**config.mk**
```make
export PLATFORM = sky130hd
export DESIGN_NAME = lru_rank_cache_directory_unit
export DESIGN_NICKNAME = d
export VERILOG_FILES = /design/src/lrcd_pkg.sv /design/src/lru_rank_cache_directory_unit.sv
export VERILOG_INCLUDE_DIRS = /design/src /design/src/src
export SDC_FILE = /design/constraint.sdc
export NUM_CORES = 1
export LEC_CHECK = 0
export ABC_CLOCK_PERIOD_IN_PS = 7400
export BUFFER_PORTS_ARGS = -buffer_cell sky130_fd_sc_hd__buf_4
export CAP_MARGIN = 30
export CORE_AREA = 3 3 252 254
export DETAILED_ROUTE_END_ITERATION = 10
export DIE_AREA = 0 0 255 257
export GPL_ROUTABILITY_DRIVEN = 0
export GPL_TIMING_DRIVEN = 0
export PLACE_DENSITY = 0.6
export REMOVE_ABC_BUFFERS = 1
export SLEW_MARGIN = 20
export SYNTH_ARGS = -nofsm -noshare
export SYNTH_HDL_FRONTEND = slang
export SYNTH_SLANG_ARGS = --single-unit
```
**constraint.sdc**
```tcl
create_clock -name clk -period 7.4 [get_ports clk]
set_input_delay 0.37 -clock clk [delete_from_list [all_inputs] [get_ports clk]]
set_output_delay 0.37 -clock clk [all_outputs]
set_load 0.05 [all_outputs]
```
**src/lru_rank_cache_directory_unit_assert.svh**
```systemverilog
// assertion macros for the lru rank cache directory
// used by lru_rank_cache_directory_unit; no other dependencies
`ifndef LRU_RANK_CACHE_DIRECTORY_UNIT_ASSERT_SVH
`define LRU_RANK_CACHE_DIRECTORY_UNIT_ASSERT_SVH
`ifndef NO_ASSERTIONS
// same-cycle implication, sampled on clk, off while rst_n is low
`define LRCD_ASSERT_NOW(label, ante, cons) \
    label: assert property (@(posedge clk) disable iff (!rst_n) (ante) |-> (cons)) \
        else $error("lrcd assertion failed");
// next-cycle implication, sampled on clk, off while rst_n is low
`define LRCD_ASSERT_NEXT(label, ante, cons) \
    label: assert property (@(posedge clk) disable iff (!rst_n) (ante) |=> (cons)) \
        else $error("lrcd assertion failed");
`else
`define LRCD_ASSERT_NOW(label, ante, cons)
`define LRCD_ASSERT_NEXT(label, ante, cons)
`endif
`endif

```
**src/lrcd_pkg.sv**
```systemverilog
// shared types and constants for the lru rank cache directory
// no dependencies
package lrcd_pkg;

    localparam int KEY_BITS      = 32;   // width of the key_tag port
    localparam int RANK_BITS     = 5;
    localparam int WAY_OUT_BITS  = 4;    // width of the way_index port
    localparam logic [RANK_BITS-1:0] RANK_MAX = 5'd31;
    localparam logic [RANK_BITS-1:0] RANK_MRU = 5'd1;

    typedef enum logic [3:0] {
        ST_IDLE   = 4'b0001,
        ST_SCAN   = 4'b0010,
        ST_UPDATE = 4'b0100,
        ST_DONE   = 4'b1000
    } state_t;

endpackage

```
**src/lru_rank_cache_directory_unit.sv**
```systemverilog
// lru rank cache directory: fully associative tag directory, rank based lru
// depends on lrcd_pkg and lru_rank_cache_directory_unit_assert.svh
//
// A fully associative directory of WAYS tagged entries. Each request item carries a
// key tag; the response item tells whether it hit, which way hit or was filled, and
// whether a fill evicted the least recently used entry (highest rank, lowest way on a
// tie). Tags and ranks live in one synchronous memory with a single read and a single
// write port and a registered read; valid bits are flip-flops cleared by reset,
// so no clearing pass is needed. Every item walks the memory twice: a scan pass reads
// each way to find the match, the lowest free way and the highest rank, then an update
// pass reads each way again and writes back the bumped rank (and the new tag for a
// fill). A done state then loads the response register and returns to idle, where the
// next request can be taken; the time per item is set by the single memory read port
// stepping through all ways twice. Requests are taken one at a time; a finished
// response waits in its own register, so the next request may be accepted while
// it is still stalled.
module lru_rank_cache_directory_unit #(
    parameter int WAYS     = 16,
    parameter int TAG_BITS = 32
) (
    input  logic                                clk,
    input  logic                                rst_n,
    // request channel
    input  logic                                req_valid,
    output logic                                req_stall,
    input  logic [lrcd_pkg::KEY_BITS-1:0]       key_tag,
    input  logic                                fill_on_miss,
    // response channel
    output logic                                rsp_valid,
    input  logic                                rsp_stall,
    output logic                                hit,
    output logic [lrcd_pkg::WAY_OUT_BITS-1:0]   way_index,
    output logic                                allocated,
    output logic                                evicted
);

    `include "lru_rank_cache_directory_unit_assert.svh"

    localparam int RB     = lrcd_pkg::RANK_BITS;
    localparam int WAY_W  = $clog2(WAYS);
    localparam int CNT_W  = $clog2(WAYS + 1);
    localparam int WORD_W = TAG_BITS + RB;

    // tag and rank memory, one word per way: {tag, rank}
    logic [WORD_W-1:0] mem [WAYS];

    logic [WORD_W-1:0] rd_data_reg;
    logic [WAY_W-1:0]  rd_way_reg;
    logic              rd_en_reg;
    logic              rd_en;
    logic [WAY_W-1:0]  rd_addr;

    logic              mem_we;
    logic [WAY_W-1:0]  wr_addr;
    logic [WORD_W-1:0] wr_data;

    lrcd_pkg::state_t  state_reg, state_next;
    logic [CNT_W-1:0]  cnt_reg, cnt_next;
    logic [WAYS-1:0]   valid_reg, valid_next;

    // per item context
    logic [TAG_BITS-1:0] key_reg, key_next;
    logic                fill_reg, fill_next;

    // scan results
    logic                match_found_reg, match_found_next;
    logic [WAY_W-1:0]    match_way_reg, match_way_next;
    logic [RB-1:0]       match_rank_reg, match_rank_next;
    logic                free_found_reg, free_found_next;
    logic [WAY_W-1:0]    free_way_reg, free_way_next;
    logic [RB-1:0]       best_reg, best_next;
    logic [WAY_W-1:0]    victim_reg, victim_next;

    // response register
    logic                rsp_valid_reg, rsp_valid_next;
    logic                rsp_load;
    logic                hit_reg;
    logic [lrcd_pkg::WAY_OUT_BITS-1:0] way_reg;
    logic                allocated_reg;
    logic                evicted_reg;

    logic [TAG_BITS-1:0] rd_tag;
    logic [RB-1:0]       rd_rank;
    logic [RB-1:0]       rd_rank_inc;
    logic                last_rd;
    logic [WAY_W-1:0]    target_way;
    logic                do_update;
    logic                bump;

    assign rd_tag      = rd_data_reg[WORD_W-1:RB];
    assign rd_rank     = rd_data_reg[RB-1:0];
    assign rd_rank_inc = (rd_rank == lrcd_pkg::RANK_MAX) ? rd_rank : rd_rank + 1'b1;

    // one read per cycle while a pass is walking the ways
    assign rd_en   = ((state_reg == lrcd_pkg::ST_SCAN) || (state_reg == lrcd_pkg::ST_UPDATE))
                     && (cnt_reg < CNT_W'(WAYS));
    assign rd_addr = cnt_reg[WAY_W-1:0];
    assign last_rd = rd_en_reg && (rd_way_reg == WAY_W'(WAYS - 1));

    // hit keeps its way, fill prefers the lowest free way, else the oldest
    assign target_way = match_found_reg ? match_way_reg :
                        (free_found_reg ? free_way_reg : victim_reg);
    // a hit on the most recent entry or a plain lookup miss leaves state alone
    assign do_update  = match_found_reg ? (match_rank_reg != lrcd_pkg::RANK_MRU) : fill_reg;
    // on a hit only younger entries age, on a fill every other valid entry ages
    assign bump       = match_found_reg ? (rd_rank < match_rank_reg) : 1'b1;

    assign req_stall = (state_reg != lrcd_pkg::ST_IDLE);

    always_comb
    begin
        state_next       = state_reg;
        cnt_next         = cnt_reg;
        valid_next       = valid_reg;
        key_next         = key_reg;
        fill_next        = fill_reg;
        match_found_next = match_found_reg;
        match_way_next   = match_way_reg;
        match_rank_next  = match_rank_reg;
        free_found_next  = free_found_reg;
        free_way_next    = free_way_reg;
        best_next        = best_reg;
        victim_next      = victim_reg;
        mem_we           = 1'b0;
        wr_addr          = rd_way_reg;
        wr_data          = {rd_tag, rd_rank_inc};
        rsp_load         = 1'b0;

        if (rd_en)
        begin
            cnt_next = cnt_reg + 1'b1;
        end

        case (state_reg)
            lrcd_pkg::ST_IDLE:
            begin
                if (req_valid)
                begin
                    key_next         = TAG_BITS'(key_tag);
                    fill_next        = fill_on_miss;
                    match_found_next = 1'b0;
                    match_way_next   = '0;
                    match_rank_next  = '0;
                    free_found_next  = 1'b0;
                    free_way_next    = '0;
                    best_next        = '0;
                    victim_next      = '0;
                    cnt_next         = '0;
                    state_next       = lrcd_pkg::ST_SCAN;
                end
            end
            lrcd_pkg::ST_SCAN:
            begin
                if (rd_en_reg)
                begin
                    if (valid_reg[rd_way_reg])
                    begin
                        if (!match_found_reg && (rd_tag == key_reg))
                        begin
                            match_found_next = 1'b1;
                            match_way_next   = rd_way_reg;
                            match_rank_next  = rd_rank;
                        end
                        if (rd_rank > best_reg)
                        begin
                            best_next   = rd_rank;
                            victim_next = rd_way_reg;
                        end
                    end
                    else if (!free_found_reg)
                    begin
                        free_found_next = 1'b1;
                        free_way_next   = rd_way_reg;
                    end
                end
                if (last_rd)
                begin
                    cnt_next   = '0;
                    state_next = lrcd_pkg::ST_UPDATE;
                end
            end
            lrcd_pkg::ST_UPDATE:
            begin
                // write lags the read by one way, so the two never meet
                if (rd_en_reg && do_update)
                begin
                    if (rd_way_reg == target_way)
                    begin
                        mem_we                 = 1'b1;
                        wr_data                = {key_reg, lrcd_pkg::RANK_MRU};
                        valid_next[rd_way_reg] = 1'b1;
                    end
                    else if (valid_reg[rd_way_reg] && bump)
                    begin
                        mem_we = 1'b1;
                    end
                end
                if (last_rd)
                begin
                    state_next = lrcd_pkg::ST_DONE;
                end
            end
            lrcd_pkg::ST_DONE:
            begin
                if (!rsp_valid_reg || !rsp_stall)
                begin
                    rsp_load   = 1'b1;
                    state_next = lrcd_pkg::ST_IDLE;
                end
            end
            default:
            begin
                state_next = lrcd_pkg::ST_IDLE;
            end
        endcase

        if (rsp_load)
        begin
            rsp_valid_next = 1'b1;
        end
        else if (rsp_valid_reg && !rsp_stall)
        begin
            rsp_valid_next = 1'b0;
        end
        else
        begin
            rsp_valid_next = rsp_valid_reg;
        end
    end

    // memory: one write and one registered read per cycle
    always_ff @(posedge clk)
    begin
        if (mem_we)
        begin
            mem[wr_addr] <= wr_data;
        end
        rd_data_reg <= mem[rd_addr];
        rd_way_reg  <= rd_addr;
    end

    // control state
    always_ff @(posedge clk or negedge rst_n)
    begin
        if (!rst_n)
        begin
            state_reg     <= lrcd_pkg::ST_IDLE;
            cnt_reg       <= '0;
            rd_en_reg     <= 1'b0;
            valid_reg     <= '0;
            rsp_valid_reg <= 1'b0;
        end
        else
        begin
            state_reg     <= state_next;
            cnt_reg       <= cnt_next;
            rd_en_reg     <= rd_en;
            valid_reg     <= valid_next;
            rsp_valid_reg <= rsp_valid_next;
        end
    end

    // item context, scan results and response payload
    always_ff @(posedge clk)
    begin
        key_reg         <= key_next;
        fill_reg        <= fill_next;
        match_found_reg <= match_found_next;
        match_way_reg   <= match_way_next;
        match_rank_reg  <= match_rank_next;
        free_found_reg  <= free_found_next;
        free_way_reg    <= free_way_next;
        best_reg        <= best_next;
        victim_reg      <= victim_next;
        if (rsp_load)
        begin
            hit_reg       <= match_found_reg;
            way_reg       <= (match_found_reg || fill_reg) ?
                             lrcd_pkg::WAY_OUT_BITS'(target_way) : '0;
            allocated_reg <= !match_found_reg && fill_reg;
            evicted_reg   <= !match_found_reg && fill_reg && !free_found_reg;
        end
    end

    assign rsp_valid = rsp_valid_reg;
    assign hit       = hit_reg;
    assign way_index = way_reg;
    assign allocated = allocated_reg;
    assign evicted   = evicted_reg;

    // an accepted item always starts a scan pass
    `LRCD_ASSERT_NEXT(a_accept_scan, req_valid && !req_stall, state_reg == lrcd_pkg::ST_SCAN)
    // memory is written only by the update pass
    `LRCD_ASSERT_NOW(a_write_in_update, mem_we, state_reg == lrcd_pkg::ST_UPDATE)
    // an eviction is always an allocation on a miss
    `LRCD_ASSERT_NOW(a_evict_alloc, rsp_valid_reg && evicted_reg, allocated_reg && !hit_reg)
    // the response register is loaded only when it is free or draining
    `LRCD_ASSERT_NOW(a_rsp_no_overwrite, rsp_load, !rsp_valid_reg || !rsp_stall)

endmodule
```
# Word-level counts from Yosys, hierarchy flattened
# Memory sizes are Yosys's and may differ from the RTL's. A register that Yosys moved wholly into a read port is not among the register bits.
# Index checks and enable logic that the tools add are counted.
[totals] ff_bits=95 mem_bits_rw=592 in_bits=37 output_inout_bits=9 elab_cells=134 mem_count=1
[mem_list] name="mem" depth=16 width=37 rd=1 rd_clocked_by_memory_dff=1 wr=1 line="lru_rank_cache_directory_unit.sv:45" text="logic [WORD_W-1:0] mem [WAYS];"
[classes] n_addsub=2 order_cmp=5 n_eq_ne=20 n_mux=61 bitwise=1 reduce_logical=25
[op_table] op="37-bit two-way mux" n=3
[op_table] op="4-bit two-way mux" n=16
[op_table] op="5-bit two-way mux" n=11
[op_table] op="32-bit == test" n=1
[op_table] op="5-bit case mux with 2 select lines" n=3
[op_table] op="4-bit case mux with 2 select lines" n=3
[op_table] op="1-bit two-way mux" n=20
[op_table] op="16-bit OR" n=1
[op_table] op="4-bit case mux with 4 select lines" n=1
[op_table] op="5-bit AND reduction" n=3
[op_table] op="2-bit inequality test, second input constant" n=7
[op_table] op="5-bit by 1-bit adder with 5-bit output, second input constant" n=2
[op_table] op="1-bit logical AND" n=9
[op_table] op="4-bit == test, second input constant" n=2
[op_table] op="4-bit AND reduction" n=2
[op_table] op="2-bit by 1-bit inequality test with 1-bit output, second input constant" n=3
[op_table] op="5-bit == test, second input constant" n=1
[op_table] op="5-bit > comparator" n=1
[op_table] op="4-bit by 5-bit < comparator with 1-bit output, second input constant" n=1
[op_table] op="5-bit < comparator" n=1
[op_table] op="5-bit < comparator, second input constant" n=1
[op_table] op="5-bit by 1-bit inequality test with 1-bit output, second input constant" n=1
[op_table] op="1-bit binary-select mux with 4-bit select" n=1
[op_table] op="1-bit demux with 4-bit select" n=1
[op_table] op="other kinds (12)" n=19

# Depth between registers and ports, before layout
[depth] ltp_word=9 ltp_mapped=9 mapped_depth_nobuf=7

# Worst setup path before layout
# OpenSTA, ideal clock, no wires.
[synth_timing] kind="reg2reg" start="register free_found_reg" end="memory mem[8][0] (netlist bit) (enable)" setup_ns=0.524 t_arrival_ns=5.272 t_required_ns=6.876 setup_slack_ns=1.605 stages_incl_launch_ff=9 path_buffers=2 synth_period_minus_slack_ns=5.795 path_cell_list="edfxtp_1 -> mux2_1 -> mux2i_1 -> xor2_1 -> nand4_1 -> and2_4 -> buf_6 -> buf_12 -> nor4_1"
[synth_between] elab_chain_cells=8
[synth_lines] element="from (decl)" line="lru_rank_cache_directory_unit.sv:69" text="logic free_found_reg, free_found_next;"
[synth_lines] element="from (signal assigned)" line="lru_rank_cache_directory_unit.sv:271" text="free_found_reg <= free_found_next;"
[synth_lines] element="4-bit two-way mux" line="lru_rank_cache_directory_unit.sv:102" text="(free_found_reg ? free_way_reg : victim_reg);"
[synth_lines] element="4-bit two-way mux" line="lru_rank_cache_directory_unit.sv:101" text="assign target_way = match_found_reg ? match_way_reg :"
[synth_lines] element="4-bit == test" line="lru_rank_cache_directory_unit.sv:187" text="if (rd_way_reg == target_way)"
[synth_lines] element="1-bit two-way mux" line="lru_rank_cache_directory_unit.sv:187"
[synth_lines] element="1-bit two-way mux" line="lru_rank_cache_directory_unit.sv:185" text="if (rd_en_reg && do_update)"
[synth_lines] element="1-bit two-way mux" line="lru_rank_cache_directory_unit.sv:134" text="case (state_reg)"
[synth_lines] element="1-bit two-way mux" line="lru_rank_cache_directory_unit.sv:234" text="if (mem_we)"
[synth_lines] element="1-bit two-way mux (implied by the code)" line="lru_rank_cache_directory_unit.sv:236" text="mem[wr_addr] <= wr_data;"
[synth_lines] element="to (decl)" line="lru_rank_cache_directory_unit.sv:45"
# No other way between the ends.

# Final worst setup path
[layout_timing] start="register match_found_reg" end="memory mem[0][12] (netlist bit) (enable)"
[layout_between] elab_chain_cells=8 word_cells_on_any_way=12 cone_classes="1 x eq/ne; 9 x mux; 2 x reduce/logical"
[layout_lines] element="from (decl)" line="lru_rank_cache_directory_unit.sv:66" text="logic match_found_reg, match_found_next;"
[layout_lines] element="from (signal assigned)" line="lru_rank_cache_directory_unit.sv:268" text="match_found_reg <= match_found_next;"
[layout_lines] element="1-bit two-way mux" line="lru_rank_cache_directory_unit.sv:106" text="assign bump = match_found_reg ? (rd_rank < match_rank_reg) : 1'b1;"
[layout_lines] element="1-bit logical AND" line="lru_rank_cache_directory_unit.sv:193" text="else if (valid_reg[rd_way_reg] && bump)"
[layout_lines] element="1-bit two-way mux" line="lru_rank_cache_directory_unit.sv:193"
[layout_lines] element="1-bit two-way mux" line="lru_rank_cache_directory_unit.sv:187"
[layout_lines] element="1-bit two-way mux *" line="lru_rank_cache_directory_unit.sv:185"
[layout_lines] element="1-bit two-way mux *" line="lru_rank_cache_directory_unit.sv:134"
[layout_lines] element="1-bit two-way mux *" line="lru_rank_cache_directory_unit.sv:234"
[layout_lines] element="1-bit two-way mux (implied by the code) *" line="lru_rank_cache_directory_unit.sv:236"
# Mark *: on every way between the ends. The rest lies on a longest branch, timed or not.

==> results by group <==
Power and ir drop
  – Static leakage: 8.58 nW
  – Peak supply drop: 0.172 mV
  – Power Density: 280 nW/µm²

Run
  – Max cap viols: 0

Floorplan
  – Die width: 255 µm
  – FP Rows: 91
  – Core area: 61500 µm²
  – Initial Util: 0.450
  – Die height: 257 µm
  – Full die area: 65500 µm²
  – I/O pin cnt: 46

CTS
  – Maximum clock path buffer count: 3
  – Worst-path clk slew: 0.06 ns
  – Post-CTS sizing: 0
  – Clk Latency, worst-skew pair: 0.62 ns
  – CTS tree: done
  – Cts bufs inserted: 73
  – Clock root buffer: clkbuf_16
  – Max H-tree Level: 3
  – CTS sink cnt: 724

Place
  – I/O Buffers: 45
  – DP HPWL: 39700 µm
  – DP Area: 30200 µm²

Worst hold path
  – Hold WC Path Type: input pin to flop
  – Worst Hold Path Cells: 4

Global route
  – Total GRT Usage: 0.189
  – GR Util met2: 0.289
  – Met3 usage: 0.0372
  – Initial antenna violation count: 0
  – Largest net degree at the start of global routing: 41
  – M1 GR Usage: 0.278
  – First-pass GRT wire length: 89900 µm
  – GRT Max-Usage Layer: met2
  – Vias in the first global route: 13.7k
  – GRT overflow: 0

Worst setup path
  – Reg2reg start: match_found_reg
  – CP startpoint: match_found_reg
  – Top delay family on crit path: simple AND/OR/NAND/NOR gates
  – Reg2Reg Setup Slack: about 3.3 ns
  – Crit-path slowest cell: edfxtp_1
  – Largest stage delay on the critical path: 0.81 ns
  – Cell mode on critical path: buf_2
  – Reg-to-reg endpoint: mem[0][12]
  – Worst setup path end: mem[0][12]
  – Kind of critical path: flop to flop
  – Critical Path RT: just under 8 ns
  – Crit. End Element: flop
  – CP arrival: 4.47 ns
  – Worst-path cell chain: mux2i_1 -> xor2_1 -> nand4_1 -> and2_4 -> nor4_2 -> buf_2 -> buf_2 -> buf_4 -> buf_2 -> buf_4
  – CP max FO: 16
  – Buf/Inv on CP: 5
  – Type of origin of the critical path: flop
  – Critical path depth: 10
  – Worst r2r path cells: 10

Route
  – Remaining DRCs: 0
  – Final wirelength: 60300 µm
  – DR vias/cell: between 5 and 6
  – Final ANT Viol Nets: 0
  – Drt pass-1 iters: 5
  – Iteration-0 DRC Markers: 1300
  – Vias: 13.3k
  – WL per Instance: 25.8 µm

Synth
  – Post-Synth Simple-Gate Area: 0.0199
  – Count of flip-flops with a built-in enable after synthesis: 656
  – Mux cell area share after synthesis: 0.172
  – Cell variety after synth: 49
  – Largest family of logic cells by synthesized area: multiplexers
  – Leading area contributor after synthesis: edfxtp_1
  – Warning count from the yosys run: 0
  – Synth Area in Compound Gates: 0.0121
  – Post-Synth Adder-Cell Area: 0.00497
  – Seq/Total Area, Yosys: 0.766
  – Post-synth ARST share: 0.0373
  – Post-synthesis cell area: 27700 µm²
  – Main synth FF type: edfxtp_1
  – Syn Area/Cell: 22.6 µm²
  – Yosys reg bits: 724
  – Synth top area share: 0.712
  – Post-Synth XOR/XNOR Area: 0.0133
  – Synth Instances: approximately 1.2k
  – Synth area leaders: edfxtp_1, mux4_2, dfxtp_1, dfrtp_1, mux2_2

Timing
  – Post-layout min period: 4.15 ns
  – RSZ-0062 raised after global routing: no
  – Tcrit/Tclk final: 0.560
  – Slew @ Worst Pin: 0.967 ns
  – Sum Neg Setup Slack: 0 ns
  – Max Slew Vio Count: 0
  – Setup violators final: 0
  – Hold Vio Cnt, Final: 0
  – F_max: 241 MHz
  – Rel. slew slack: 0.353
  – Worst-case clock skew: 0.0196 ns

Final layout
  – Fin nets: 1541
  – Synthesis-to-finish area growth: 19.1%
  – Finished Cell Area: 33000 µm²
  – Diode count: 0
  – Max FFs per register: 592
  – Layout cell share with drive strength beyond 1: 0.379

Status
  – Outcome: finished clean
## cell type report
class | count | area, µm²
clock buffer | 100 | 2100
clock inverter | 35 | 268
fill | 4710 | 28500
inverter | 13 | 51.3
multi-input combinational | 429 | 6260
sequential | 724 | 21200
tap | 790 | 988
timing repair buffer | 252 | 2080
## cell usage after synthesis, drive strengths merged (2+ instances only)
master    n
a31oi     3
mux2     36
nand2b    6
nand3     5
buf      26
nor2     18
mux4    190
nor4     23
or2       2
a21oi     6
o21ai     7
inv      13
nor3      3
dfrtp    26
clkbuf   33
ha       11
nand2    16
mux2i     6
edfxtp  656
nor2b     6
a22o      4
nand4     6
a31o     16
dfxtp    41
and2     11
xor2     35
xnor2     7
o22ai     2
## worst min path at each step
stage	startpoint	end	slack [ns]
5_1_grt	req_valid	state_reg[0]	0.07
6_report	req_valid	state_reg[0]	0.06
3_3_place_gp	rst_n	rsp_valid	0.29
3_5_place_dp	rst_n	rsp_valid	0.31
2_1_floorplan	rst_n	cnt_reg[0]	0.07
4_1_cts	req_valid	state_reg[0]	0.03
## power breakdown
| group | leakage, nW | internal (mW) | switching (mW) |
|---|---|---|---|
| Clock | 1.16 | 2.07 | 1.53 |
| Combinational | 2.73 | 0.425 | 0.521 |
| Sequential | 4.69 | 4.53 | 0.150 |
## metrics by stage
| stage | hold slack [ns] | std cells | utilization | setup slack [ns] | total power, mW |
|---|---|---|---|---|---|
| after floorplan | 0.0744 | 1166 | - | 0.407 | 5.38 |
| after global placement | 0.293 | 2001 | 0.467 | -4.59 | 5.74 |
| after detailed placement | 0.305 | 2169 | 0.491 | 3.19 | 5.72 |
| after CTS | 0.0277 | 2339 | 0.535 | 3.21 | 9.34 |
| after global routing | 0.0661 | 2343 | 0.536 | 3.03 | 9.56 |
| final | 0.0595 | 2343 | 0.536 | 3.25 | 9.23 |
## worst min-delay path: cells and delay by family
kind	cells	cell delay (ns)
simple gates	2	0.12
compound gates	1	0.08
buf+inv	1	0.09
## what timing repair did
action,in CTS,in global routing
buffers inserted,0,0
hold endpoints to repair,61,0
hold buffers,35,0
## cell families (layout without fill, tap and decap cells)
| logic type | after synthesis | count (layout) |
|---|---|---|
| simple gates | 99 | 99 |
| compound gates | 45 | 45 |
| buf+inv | 72 | 400 |
| xor+xnor | 42 | 42 |
| fa+ha+maj | 11 | 11 |
| flops | 724 | 724 |
| mux | 232 | 232 |
## layer usage
metal	share of wire	vias up
met5	0	-
met4	0.023	0
met3	0.057	89
met2	0.48	398
met1	0.44	7091
li1	-	5693
## placed cells by master (no fill, tap or decap), types with 14 or more instances in the layout
cell type / synthesis / routed
nor2_1: 17 / 17
a31o_2: 16 / 16
mux4_2: 189 / 189
dlygate4sd3_1: 0 / 35
clkinv_1: 0 / 14
buf_2: 16 / 93
clkbuf_16: 0 / 76
nand2_1: 16 / 16
dfrtp_1: 26 / 22
xor2_1: 35 / 35
buf_4: 3 / 95
mux2_2: 30 / 30
edfxtp_1: 656 / 656
dfxtp_1: 41 / 41
No activity file was read; power rests on OpenSTA's default activity.
